**src/fdfr_pkg.sv**
```systemverilog
// Package for the flag-delimited frame receiver.
// Holds shared types, event codes and default constants; no dependencies.
package fdfr_pkg;

    localparam logic [7:0]  FLAG_BYTE         = 8'h7E;
    localparam logic [15:0] GAP_LIMIT_RESET   = 16'd300;
    localparam int          BUFFER_BYTES_DEF  = 64;
    localparam int          GAP_W             = 17;
    localparam int          QUEUE_DEPTH       = 2;
    localparam int          QUEUE_AW          = 1;

    // Result kinds, as seen on the output channel.
    typedef enum logic [2:0] {
        EV_NONE     = 3'd0,
        EV_STORED   = 3'd1,
        EV_COMPLETE = 3'd2,
        EV_NACK     = 3'd3,
        EV_OVERFLOW = 3'd4,
        EV_START    = 3'd5
    } t_event;

    // Classified input item, as held in the front-to-back queue.
    typedef enum logic [1:0] {
        CMD_TICK = 2'd0,
        CMD_FLAG = 2'd1,
        CMD_DATA = 2'd2
    } t_cmd_op;

    typedef struct packed {
        t_cmd_op    op;
        logic [7:0] data;
    } t_cmd;

endpackage

```
**src/fdfr_in_if.sv**
```systemverilog
// Input channel of the frame receiver: one received byte or one tick per beat.
// No dependencies.
interface fdfr_in_if;
    logic       valid;
    logic       ready;
    logic       operation;
    logic [7:0] rx_byte;

    modport source (output valid, output operation, output rx_byte, input ready);
    modport sink   (input valid, input operation, input rx_byte, output ready);
endinterface

```
**src/fdfr_out_if.sv**
```systemverilog
// Output channel of the frame receiver: one event per beat.
// No dependencies.
interface fdfr_out_if;
    logic       valid;
    logic       ready;
    logic [2:0] event_kind;
    logic [5:0] store_index;
    logic [7:0] store_byte;
    logic [6:0] frame_length;

    modport source (output valid, output event_kind, output store_index,
                    output store_byte, output frame_length, input ready);
    modport sink   (input valid, input event_kind, input store_index,
                    input store_byte, input frame_length, output ready);
endinterface

```
**src/flag_delimited_frame_receiver_core.sv**
```systemverilog
// Top level of the flag-delimited frame receiver.
// Depends on fdfr_pkg, fdfr_in_if, fdfr_out_if, fdfr_front, fdfr_queue, fdfr_back.
//
// Usage:
//   i_in carries one beat per received byte (operation = 0) or per timer tick
//   (operation = 1). Frames open and close on the flag byte 0x7E. Every input
//   beat yields exactly one event beat on o_out: byte stored (with buffer
//   index and data), frame start, frame complete (with length), timeout NACK,
//   overflow drop, or none (ticks and stray bytes outside a frame).
//   i_cfg_we / i_cfg_wdata write the 16-bit inter-byte gap limit in ticks;
//   write it only while the block is idle.
// Timing:
//   One beat per cycle sustained while o_out.ready stays high. An accepted beat
//   lands in a two-entry queue and then moves into the output register, whose
//   event is presented on o_out; a stall on o_out can hold it in the queue.
//   The single frame-state update in the back end sets the rate: one beat per
//   cycle when the output is not stalled.
// Reset:
//   Synchronous, active low. Clears the queue and output valid, leaves the
//   receiver idle with fill index and gap counter zero, gap limit 300.
// Stall:
//   When o_out.ready is low with an event valid, the output register holds it,
//   the back end stops popping, and the queue fills; i_in.ready drops once the
//   queue is full and rises again as soon as an entry frees up.
module flag_delimited_frame_receiver_core #(
    parameter int BufferBytes = fdfr_pkg::BUFFER_BYTES_DEF
) (
    input  logic        i_clk,
    input  logic        i_rst_n,
    input  logic        i_cfg_we,
    input  logic [15:0] i_cfg_wdata,
    fdfr_in_if.sink     i_in,
    fdfr_out_if.source  o_out
);
    import fdfr_pkg::*;

    logic q_full;
    logic q_push;
    logic q_valid;
    logic q_pop;
    t_cmd push_cmd;
    t_cmd head_cmd;

    // Classify incoming beats.
    fdfr_front u_front (
        .i_in     (i_in),
        .i_q_full (q_full),
        .o_push   (q_push),
        .o_cmd    (push_cmd)
    );

    // Decouple acceptance from execution.
    fdfr_queue u_queue (
        .i_clk   (i_clk),
        .i_rst_n (i_rst_n),
        .i_push  (q_push),
        .i_cmd   (push_cmd),
        .i_pop   (q_pop),
        .o_full  (q_full),
        .o_valid (q_valid),
        .o_cmd   (head_cmd)
    );

    // Advance frame state and register the event.
    fdfr_back #(
        .BufferBytes (BufferBytes)
    ) u_back (
        .i_clk       (i_clk),
        .i_rst_n     (i_rst_n),
        .i_cfg_we    (i_cfg_we),
        .i_cfg_wdata (i_cfg_wdata),
        .i_q_valid   (q_valid),
        .i_q_cmd     (head_cmd),
        .o_q_pop     (q_pop),
        .o_out       (o_out)
    );
endmodule

```
**src/fdfr_front.sv**
```systemverilog
// Front end of the frame receiver: accepts input beats and classifies them.
// Depends on fdfr_pkg and fdfr_in_if.
module fdfr_front (
    fdfr_in_if.sink       i_in,
    input  logic          i_q_full,
    output logic          o_push,
    output fdfr_pkg::t_cmd o_cmd
);
    import fdfr_pkg::*;

    assign i_in.ready = !i_q_full;
    assign o_push     = i_in.valid && !i_q_full;

    // Tick, flag or data byte.
    always_comb begin
        o_cmd.data = i_in.rx_byte;
        if (i_in.operation) begin
            o_cmd.op = CMD_TICK;
        end else if (i_in.rx_byte == FLAG_BYTE) begin
            o_cmd.op = CMD_FLAG;
        end else begin
            o_cmd.op = CMD_DATA;
        end
    end
endmodule

```
**src/fdfr_queue.sv**
```systemverilog
// Short queue between front and back of the frame receiver.
// Depends on fdfr_pkg.
module fdfr_queue (
    input  logic           i_clk,
    input  logic           i_rst_n,
    input  logic           i_push,
    input  fdfr_pkg::t_cmd i_cmd,
    input  logic           i_pop,
    output logic           o_full,
    output logic           o_valid,
    output fdfr_pkg::t_cmd o_cmd
);
    import fdfr_pkg::*;

    localparam int CW = $clog2(QUEUE_DEPTH + 1);

    t_cmd                r_mem [QUEUE_DEPTH];
    logic [QUEUE_AW-1:0] r_wr;
    logic [QUEUE_AW-1:0] r_rd;
    logic [CW-1:0]       r_cnt;

    assign o_full  = (r_cnt == CW'(QUEUE_DEPTH));
    assign o_valid = (r_cnt != '0);
    assign o_cmd   = r_mem[r_rd];

    always_ff @(posedge i_clk) begin
        if (!i_rst_n) begin
            r_wr  <= '0;
            r_rd  <= '0;
            r_cnt <= '0;
        end else begin
            if (i_push) begin
                r_wr <= (r_wr == QUEUE_AW'(QUEUE_DEPTH - 1)) ? '0 : r_wr + 1'b1;
            end
            if (i_pop) begin
                r_rd <= (r_rd == QUEUE_AW'(QUEUE_DEPTH - 1)) ? '0 : r_rd + 1'b1;
            end
            if (i_push && !i_pop) begin
                r_cnt <= r_cnt + 1'b1;
            end else if (!i_push && i_pop) begin
                r_cnt <= r_cnt - 1'b1;
            end
        end
    end

    always_ff @(posedge i_clk) begin
        if (i_push) begin
            r_mem[r_wr] <= i_cmd;
        end
    end
endmodule

```
**src/fdfr_back.sv**
```systemverilog
// Back end of the frame receiver: frame state, gap counter and output register.
// Depends on fdfr_pkg and fdfr_out_if.
module fdfr_back #(
    parameter int BufferBytes = fdfr_pkg::BUFFER_BYTES_DEF
) (
    input  logic           i_clk,
    input  logic           i_rst_n,
    input  logic           i_cfg_we,
    input  logic [15:0]    i_cfg_wdata,
    input  logic           i_q_valid,
    input  fdfr_pkg::t_cmd i_q_cmd,
    output logic           o_q_pop,
    fdfr_out_if.source     o_out
);
    import fdfr_pkg::*;

    localparam int FW = $clog2(BufferBytes + 1);
    localparam int OW = (FW > 7) ? FW : 7;

    logic             r_receiving, n_receiving;
    logic [FW-1:0]    r_fill, n_fill;
    logic [GAP_W-1:0] r_gap, n_gap;
    logic [15:0]      r_gap_limit;

    logic             r_ov;
    t_event           r_kind, n_kind;
    logic [5:0]       r_idx, n_idx;
    logic [7:0]       r_byte, n_byte;
    logic [6:0]       r_len, n_len;

    logic             take;
    logic [OW-1:0]    fill_wide;

    assign take      = i_q_valid && (!r_ov || o_out.ready);
    assign o_q_pop   = take;
    assign fill_wide = OW'(r_fill);

    always_comb begin
        n_receiving = r_receiving;
        n_fill      = r_fill;
        n_gap       = r_gap;
        n_kind      = EV_NONE;
        n_idx       = '0;
        n_byte      = '0;
        n_len       = '0;
        case (i_q_cmd.op)
            CMD_TICK: begin
                // saturate, never wrap
                if (r_gap != '1) begin
                    n_gap = r_gap + 1'b1;
                end
            end
            CMD_FLAG: begin
                n_gap       = '0;
                n_receiving = !r_receiving;
                if (!r_receiving) begin
                    n_fill = '0;
                    n_kind = EV_START;
                end else begin
                    n_kind = EV_COMPLETE;
                    n_len  = fill_wide[6:0];
                end
            end
            CMD_DATA: begin
                if (r_receiving) begin
                    n_gap = '0;
                    if (r_gap > {1'b0, r_gap_limit}) begin
                        n_receiving = 1'b0;
                        n_kind      = EV_NACK;
                    end else if (r_fill < FW'(BufferBytes)) begin
                        n_fill = r_fill + 1'b1;
                        n_kind = EV_STORED;
                        n_idx  = fill_wide[5:0];
                        n_byte = i_q_cmd.data;
                    end else begin
                        n_kind = EV_OVERFLOW;
                    end
                end
            end
            default: begin
                n_kind = EV_NONE;
            end
        endcase
    end

    always_ff @(posedge i_clk) begin
        if (!i_rst_n) begin
            r_receiving <= 1'b0;
            r_fill      <= '0;
            r_gap       <= '0;
            r_gap_limit <= GAP_LIMIT_RESET;
            r_ov        <= 1'b0;
        end else begin
            if (i_cfg_we) begin
                r_gap_limit <= i_cfg_wdata;
            end
            if (take) begin
                r_receiving <= n_receiving;
                r_fill      <= n_fill;
                r_gap       <= n_gap;
                r_ov        <= 1'b1;
            end else if (o_out.ready) begin
                r_ov <= 1'b0;
            end
        end
    end

    always_ff @(posedge i_clk) begin
        if (take) begin
            r_kind <= n_kind;
            r_idx  <= n_idx;
            r_byte <= n_byte;
            r_len  <= n_len;
        end
    end

    assign o_out.valid        = r_ov;
    assign o_out.event_kind   = r_kind;
    assign o_out.store_index  = r_idx;
    assign o_out.store_byte   = r_byte;
    assign o_out.frame_length = r_len;
endmodule
```
**src/flat_wrapper.sv**
```systemverilog
// flat-port wrapper written by rule: the top's interface ports become plain ports
module flag_delimited_frame_receiver_core_flat import fdfr_pkg::*;
#(
    parameter int BufferBytes = fdfr_pkg::BUFFER_BYTES_DEF
)
  (i_clk, i_rst_n, i_cfg_we, i_cfg_wdata, i_in_valid, i_in_operation, i_in_rx_byte, i_in_ready, o_out_valid, o_out_event_kind, o_out_store_index, o_out_store_byte, o_out_frame_length, o_out_ready);
  fdfr_in_if i_in_i ();
  fdfr_out_if o_out_i ();
  input  logic i_clk;
  input  logic i_rst_n;
  input  logic i_cfg_we;
  input  logic [15:0] i_cfg_wdata;
  input wire logic [$bits(i_in_i.valid)-1:0] i_in_valid;
  input wire logic [$bits(i_in_i.operation)-1:0] i_in_operation;
  input wire logic [$bits(i_in_i.rx_byte)-1:0] i_in_rx_byte;
  output wire logic [$bits(i_in_i.ready)-1:0] i_in_ready;
  output wire logic [$bits(o_out_i.valid)-1:0] o_out_valid;
  output wire logic [$bits(o_out_i.event_kind)-1:0] o_out_event_kind;
  output wire logic [$bits(o_out_i.store_index)-1:0] o_out_store_index;
  output wire logic [$bits(o_out_i.store_byte)-1:0] o_out_store_byte;
  output wire logic [$bits(o_out_i.frame_length)-1:0] o_out_frame_length;
  input wire logic [$bits(o_out_i.ready)-1:0] o_out_ready;
  assign i_in_i.valid = i_in_valid;
  assign i_in_i.operation = i_in_operation;
  assign i_in_i.rx_byte = i_in_rx_byte;
  assign i_in_ready = i_in_i.ready;
  assign o_out_valid = o_out_i.valid;
  assign o_out_event_kind = o_out_i.event_kind;
  assign o_out_store_index = o_out_i.store_index;
  assign o_out_store_byte = o_out_i.store_byte;
  assign o_out_frame_length = o_out_i.frame_length;
  assign o_out_i.ready = o_out_ready;
  flag_delimited_frame_receiver_core #(.BufferBytes(BufferBytes)) u_core (.i_clk(i_clk), .i_rst_n(i_rst_n), .i_cfg_we(i_cfg_we), .i_cfg_wdata(i_cfg_wdata), .i_in(i_in_i), .o_out(o_out_i));
endmodule
```
**config.mk**
```make
export PLATFORM = sky130hd
export DESIGN_NAME = flag_delimited_frame_receiver_core_flat
export DESIGN_NICKNAME = d
export VERILOG_FILES = /design/src/fdfr_pkg.sv /design/src/fdfr_in_if.sv /design/src/fdfr_out_if.sv /design/src/flag_delimited_frame_receiver_core.sv /design/src/fdfr_front.sv /design/src/fdfr_queue.sv /design/src/fdfr_back.sv /design/src/flat_wrapper.sv
export SDC_FILE = /design/constraint.sdc
export NUM_CORES = 1
export LEC_CHECK = 0
export ABC_CLOCK_PERIOD_IN_PS = 2350
export BUFFER_PORTS_ARGS = -buffer_cell sky130_fd_sc_hd__buf_4
export CAP_MARGIN = 20
export CORE_UTILIZATION = 45
export CTS_CLUSTER_SIZE = 30
export DETAILED_ROUTE_END_ITERATION = 16
export PLACE_DENSITY_LB_ADDON = 0.25
export SYNTH_ARGS = -nofsm -noshare
export SYNTH_HDL_FRONTEND = slang
export SYNTH_HIERARCHICAL = 1
export SYNTH_SLANG_ARGS = --single-unit
```
**constraint.sdc**
```tcl
create_clock -name i_clk -period 2.35 [get_ports i_clk]
set_input_delay 0.235 -clock i_clk [delete_from_list [all_inputs] [get_ports i_clk]]
set_output_delay 0.235 -clock i_clk [all_outputs]
set_load 0.005 [all_outputs]
```
==> impl_results.html <==
<table>
<tr><th>Metric</th><th>Value</th></tr>
<tr><th colspan="2">Worst hold path</th></tr>
<tr><td>Path class of the lowest-slack min-delay path</td><td>primary input to flop</td></tr>
<tr><th colspan="2">Timing</th></tr>
<tr><td>Number of setup violations in the final report</td><td>0</td></tr>
<tr><td>Final worst path period need</td><td>2260 ps</td></tr>
<tr><td>Hold slack</td><td>62.3 ps</td></tr>
<tr><td>Final hold violations</td><td>0</td></tr>
<tr><td>Actual slew at the worst max-slew pin</td><td>619 ps</td></tr>
<tr><td>Achievable clock frequency</td><td>0.442 GHz</td></tr>
<tr><td>Worst-case setup margin in the final layout</td><td>85.8 ps</td></tr>
<tr><td>Period utilisation layout</td><td>96.4%</td></tr>
<tr><td>Max Slew Vio Count</td><td>0</td></tr>
<tr><td>Unrepaired setup endpoints after global routing</td><td>true</td></tr>
<tr><td>Maximum clock skew at final layout</td><td>13.2 ps</td></tr>
<tr><td>Worst relative slew slack</td><td>58.7%</td></tr>
<tr><th colspan="2">Status</th></tr>
<tr><td>Run status</td><td>completed</td></tr>
<tr><th colspan="2">Drt</th></tr>
<tr><td>Post-route ant nets</td><td>0</td></tr>
<tr><td>Detailed router's first-iteration violation count</td><td>96</td></tr>
<tr><td>Total DRC errors in the routed layout</td><td>0</td></tr>
<tr><td>Routed wire length per instance</td><td>13.9 um</td></tr>
<tr><td>Total via count in the routed design</td><td>3085</td></tr>
<tr><td>Detailed Route WL</td><td>8380 um</td></tr>
<tr><td>First-pass iteration count of the detailed router</td><td>5</td></tr>
<tr><td>Drt via density</td><td>5.12</td></tr>
<tr><th colspan="2">Critical path</th></tr>
<tr><td>CP Capture Type</td><td>flop</td></tr>
<tr><td>CP Launch Type</td><td>flop</td></tr>
<tr><td>Critical path required time</td><td>2620 ps</td></tr>
<tr><td>Largest fanout on the critical path</td><td>5</td></tr>
<tr><td>Crit Path Class</td><td>flop to flop</td></tr>
<tr><td>Arrival time at the worst endpoint</td><td>2530 ps</td></tr>
<tr><th colspan="2">Synth</th></tr>
<tr><td>Number of unique standard cell types used by synthesis</td><td>52</td></tr>
<tr><td>Sequential-to-total area share from yosys stat</td><td>52.2%</td></tr>
<tr><td>Number of standard cells after synthesis</td><td>397</td></tr>
<tr><td>Syn. warnings</td><td>6</td></tr>
<tr><td>Post-synth EDFFs</td><td>44</td></tr>
<tr><td>Most used standard cells in the synthesized netlist</td><td>sky130_fd_sc_hd__dfxtp_1, sky130_fd_sc_hd__edfxtp_1, sky130_fd_sc_hd__nor2_1</td></tr>
<tr><td>Synth async-reset ratio</td><td>0%</td></tr>
<tr><td>Fraction of synthesized cell area taken by the top area cell type</td><td>30.5%</td></tr>
<tr><td>Cell taking the most area after synthesis</td><td>sky130_fd_sc_hd__edfxtp_1</td></tr>
<tr><td>Biggest area contributors in the synthesized netlist</td><td>sky130_fd_sc_hd__edfxtp_1, sky130_fd_sc_hd__dfxtp_1, sky130_fd_sc_hd__ha_1</td></tr>
<tr><td>Per-instance average area after synthesis</td><td>10.9 um^2</td></tr>
<tr><td>Most frequent cell after synthesis</td><td>sky130_fd_sc_hd__dfxtp_1</td></tr>
<tr><td>Syn Nets</td><td>451</td></tr>
<tr><td>Main flop type after synthesis</td><td>sky130_fd_sc_hd__dfxtp_1</td></tr>
<tr><td>Synthesis-stage register bit count</td><td>91</td></tr>
<tr><td>Cell Area, Synth</td><td>0.00433 mm^2</td></tr>
<tr><th colspan="2">Power</th></tr>
<tr><td>Switching power</td><td>1370 uW</td></tr>
<tr><td>Total power density per cell area</td><td>851 mW/mm^2</td></tr>
<tr><td>Internal portion of total power</td><td>3140 uW</td></tr>
<tr><td>Fraction of power consumed by sequential logic</td><td>47.2%</td></tr>
<tr><td>Part of the power in combinational logic</td><td>28.2%</td></tr>
<tr><td>Clock network fraction of total power</td><td>24.6%</td></tr>
<tr><td>Reported leakage power</td><td>0.00221 uW</td></tr>
<tr><td>Fraction of power spent switching nets</td><td>30.4%</td></tr>
<tr><td>Peak supply drop</td><td>0.407 mV</td></tr>
<tr><td>Tot Pwr</td><td>4510 uW</td></tr>
<tr><th colspan="2">Global routing</th></tr>
<tr><td>Vias in the first global route</td><td>3008</td></tr>
<tr><td>Pin count of the biggest net entering global routing</td><td>24</td></tr>
<tr><td>Total global routing overflow</td><td>0</td></tr>
<tr><td>First-pass GRT wire length</td><td>13800 um</td></tr>
<tr><td>Antenna violations before repair</td><td>0</td></tr>
<tr><td>Overall Global Routing Usage</td><td>17.7%</td></tr>
<tr><th colspan="2">Layout</th></tr>
<tr><td>Share of cells above drive strength 1</td><td>28.7%</td></tr>
<tr><td>P&amp;R area growth vs syn</td><td>22.5%</td></tr>
<tr><td>Antenna Diode Count</td><td>0</td></tr>
<tr><td>Number of nets in the layout</td><td>523</td></tr>
<tr><td>Final non-filler cell total</td><td>603</td></tr>
<tr><th colspan="2">Placement</th></tr>
<tr><td>Count of port buffers added during placement</td><td>55</td></tr>
<tr><td>Last weighted congestion value of the routability-driven placer</td><td>0.786</td></tr>
<tr><td>Inst Count DP</td><td>585</td></tr>
<tr><td>Half-perimeter wire length of the detailed placement result</td><td>5840 um</td></tr>
<tr><td>Worst Setup Slack post-DPL</td><td>-31.2 ps</td></tr>
<tr><th colspan="2">Floorplanning</th></tr>
<tr><td>I/O pin count</td><td>56</td></tr>
<tr><td>Die ar.</td><td>0.0100 mm^2</td></tr>
<tr><td>Effective utilization at floorplan</td><td>46.7%</td></tr>
<tr><td>Chip height</td><td>100 um</td></tr>
<tr><td>Total number of placement rows</td><td>35</td></tr>
<tr><td>Die Wd</td><td>100 um</td></tr>
<tr><td>Area inside the core boundary</td><td>0.00928 mm^2</td></tr>
<tr><th colspan="2">CTS</th></tr>
<tr><td>Reg clk slew, reported paths</td><td>100 ps</td></tr>
<tr><td>Clk sink count</td><td>91</td></tr>
<tr><td>Buffer depth of the longest clock path</td><td>2</td></tr>
<tr><td>CTS tree</td><td>yes</td></tr>
<tr><td>Master cell of the clock root buffer</td><td>sky130_fd_sc_hd__clkbuf_8</td></tr>
<tr><td>Clock latency at the later pin of the worst-skew pair</td><td>360 ps</td></tr>
<tr><td>CTS HTree Levels</td><td>3</td></tr>
<tr><td>Clock buffers created by TritonCTS</td><td>9</td></tr>
<tr><td>Number of hold buffers added after cts</td><td>0</td></tr>
<tr><th colspan="2">Flow run</th></tr>
<tr><td>MaxCap Viol Count</td><td>0</td></tr>
</table>
-- cell usage in the layout, fill, tap and decap left out, drive strengths merged, types with 2 or more instances in the layout --
cell    netlist  routed
nand3        13      13
clkbuf        9       9
nand2b        3       3
or2           2       2
dfxtp        47      47
mux2         10      10
a31oi         3       3
xor2         13      13
xnor2         5       5
nor3          5       5
inv          26      31
o21a          3       3
and3         12      12
a21boi        3       3
o31ai         2       2
mux2i        12      12
ha           24      24
nor4          3       3
nor2b         6       6
a211oi        4       4
nor2         33      33
o221a         3       3
buf          12      82
a21oi        11      11
nand2        24      24
nand4b        3       3
edfxtp       44      44
o211ai        5       5
and2         23      23
o21ai        15      15
nand4         7       7
-- power groups by stage --
stage	clock network (uW)	registers [uW]	logic (uW)
final	1110	2130	1280
after global routing	1210	2160	1400
after CTS	1140	2140	1260
after detailed placement	0	2170	1250
after global placement	0	2160	1230
after floorplan	0	2170	677
-- sequential cells by signal (all words and copies together) (netlist names), named ones only --
signal	cells
u_core/u_back/o_out.valid	1
u_core/u_back/o_out.frame_length	7
u_core/u_queue/r_cnt	2
u_core/u_back/r_receiving	1
u_core/u_back/r_gap	17
u_core/u_back/fill_wide	7
u_core/u_back/o_out.store_byte	8
u_core/u_queue/r_wr	1
u_core/u_queue/r_rd	1
u_core/u_back/o_out.store_index	6
u_core/u_back/r_gap_limit	16
u_core/u_back/o_out.event_kind	3
u_core/u_queue/r_mem	20
-- worst max-delay path: stages, from the launching register on --
cell	delay [ps]
sky130_fd_sc_hd__dfxtp_1	350
sky130_fd_sc_hd__ha_1	310
sky130_fd_sc_hd__nand4_1	160
sky130_fd_sc_hd__nor4_4	300
sky130_fd_sc_hd__o31ai_1	100
sky130_fd_sc_hd__buf_4	150
sky130_fd_sc_hd__a31oi_4	190
sky130_fd_sc_hd__buf_6	150
sky130_fd_sc_hd__buf_4	100
sky130_fd_sc_hd__a211oi_1	70
sky130_fd_sc_hd__o221a_2	280
-- worst paths after layout --
check / startpoint / to / slack (ps) / cells after the start
min reg2reg: u_core/u_back/r_gap_limit[2] / u_core/u_back/r_gap_limit[2] / 500 / 2
max: u_core/u_back/r_gap[10] / u_core/u_back/fill_wide[5] / 90 / 10
min: i_in_rx_byte[0] / u_core/u_queue/r_mem[0][0] / 60 / 1
max reg2reg: u_core/u_back/r_gap[10] / u_core/u_back/fill_wide[5] / 90 / 10
-- final cells by class --
class / instances / area, um^2
Tap cell: 129 / 161
Clock inverter: 7 / 81.3
Fill cell: 815 / 3980
Timing Repair Buffer: 82 / 617
Sequential cell: 91 / 2270
Clock buffer: 9 / 124
Multi-Input combinational cell: 259 / 1950
Inverter: 26 / 97.6
-- stage by stage --
step	cell area [um^2]	util [%]	setup TNS [ps]
after global placement	4980	53.7	0
final	5310	57.1	0
after global routing	5310	57.1	-113
after CTS	5210	56.1	0
after floorplan	4340	-	0
after detailed placement	4980	53.7	-280
-- what timing repair did --
| action | in CTS | in global routing |
|---|---|---|
| buffers inserted | 0 | 1 |
| cloned | 1 | 0 |
| pin swaps | 2 | 8 |
| endpoints found under the setup margin | 17 | 27 |
| resized for setup | 3 | 17 |
-- layer usage --
layer | share of wire [%] | vias to the layer above | GRT usage [%]
li1 | - | 1538 | -
met4 | 1.4 | 0 | 6.91
met1 | 44 | 1478 | 21.5
met2 | 51 | 59 | 31.0
met3 | 3.7 | 10 | 3.69
met5 | 0 | - | 0
-- cells by family (layout without fill, tap and decap cells) --
group	count (synthesis)	after routing	synth area share [%]
buffers and inverters	47	124	4.91
AO/OA/AOI/OAI	55	55	8.78
adder cells (fa/ha/maj)	24	24	6.93
flip-flops	91	91	52.2
multiplexers	22	22	5.37
XOR/XNOR	18	18	3.64
AND/OR/NAND/NOR	140	140	18.1
No activity file was read; power rests on OpenSTA's default activity.
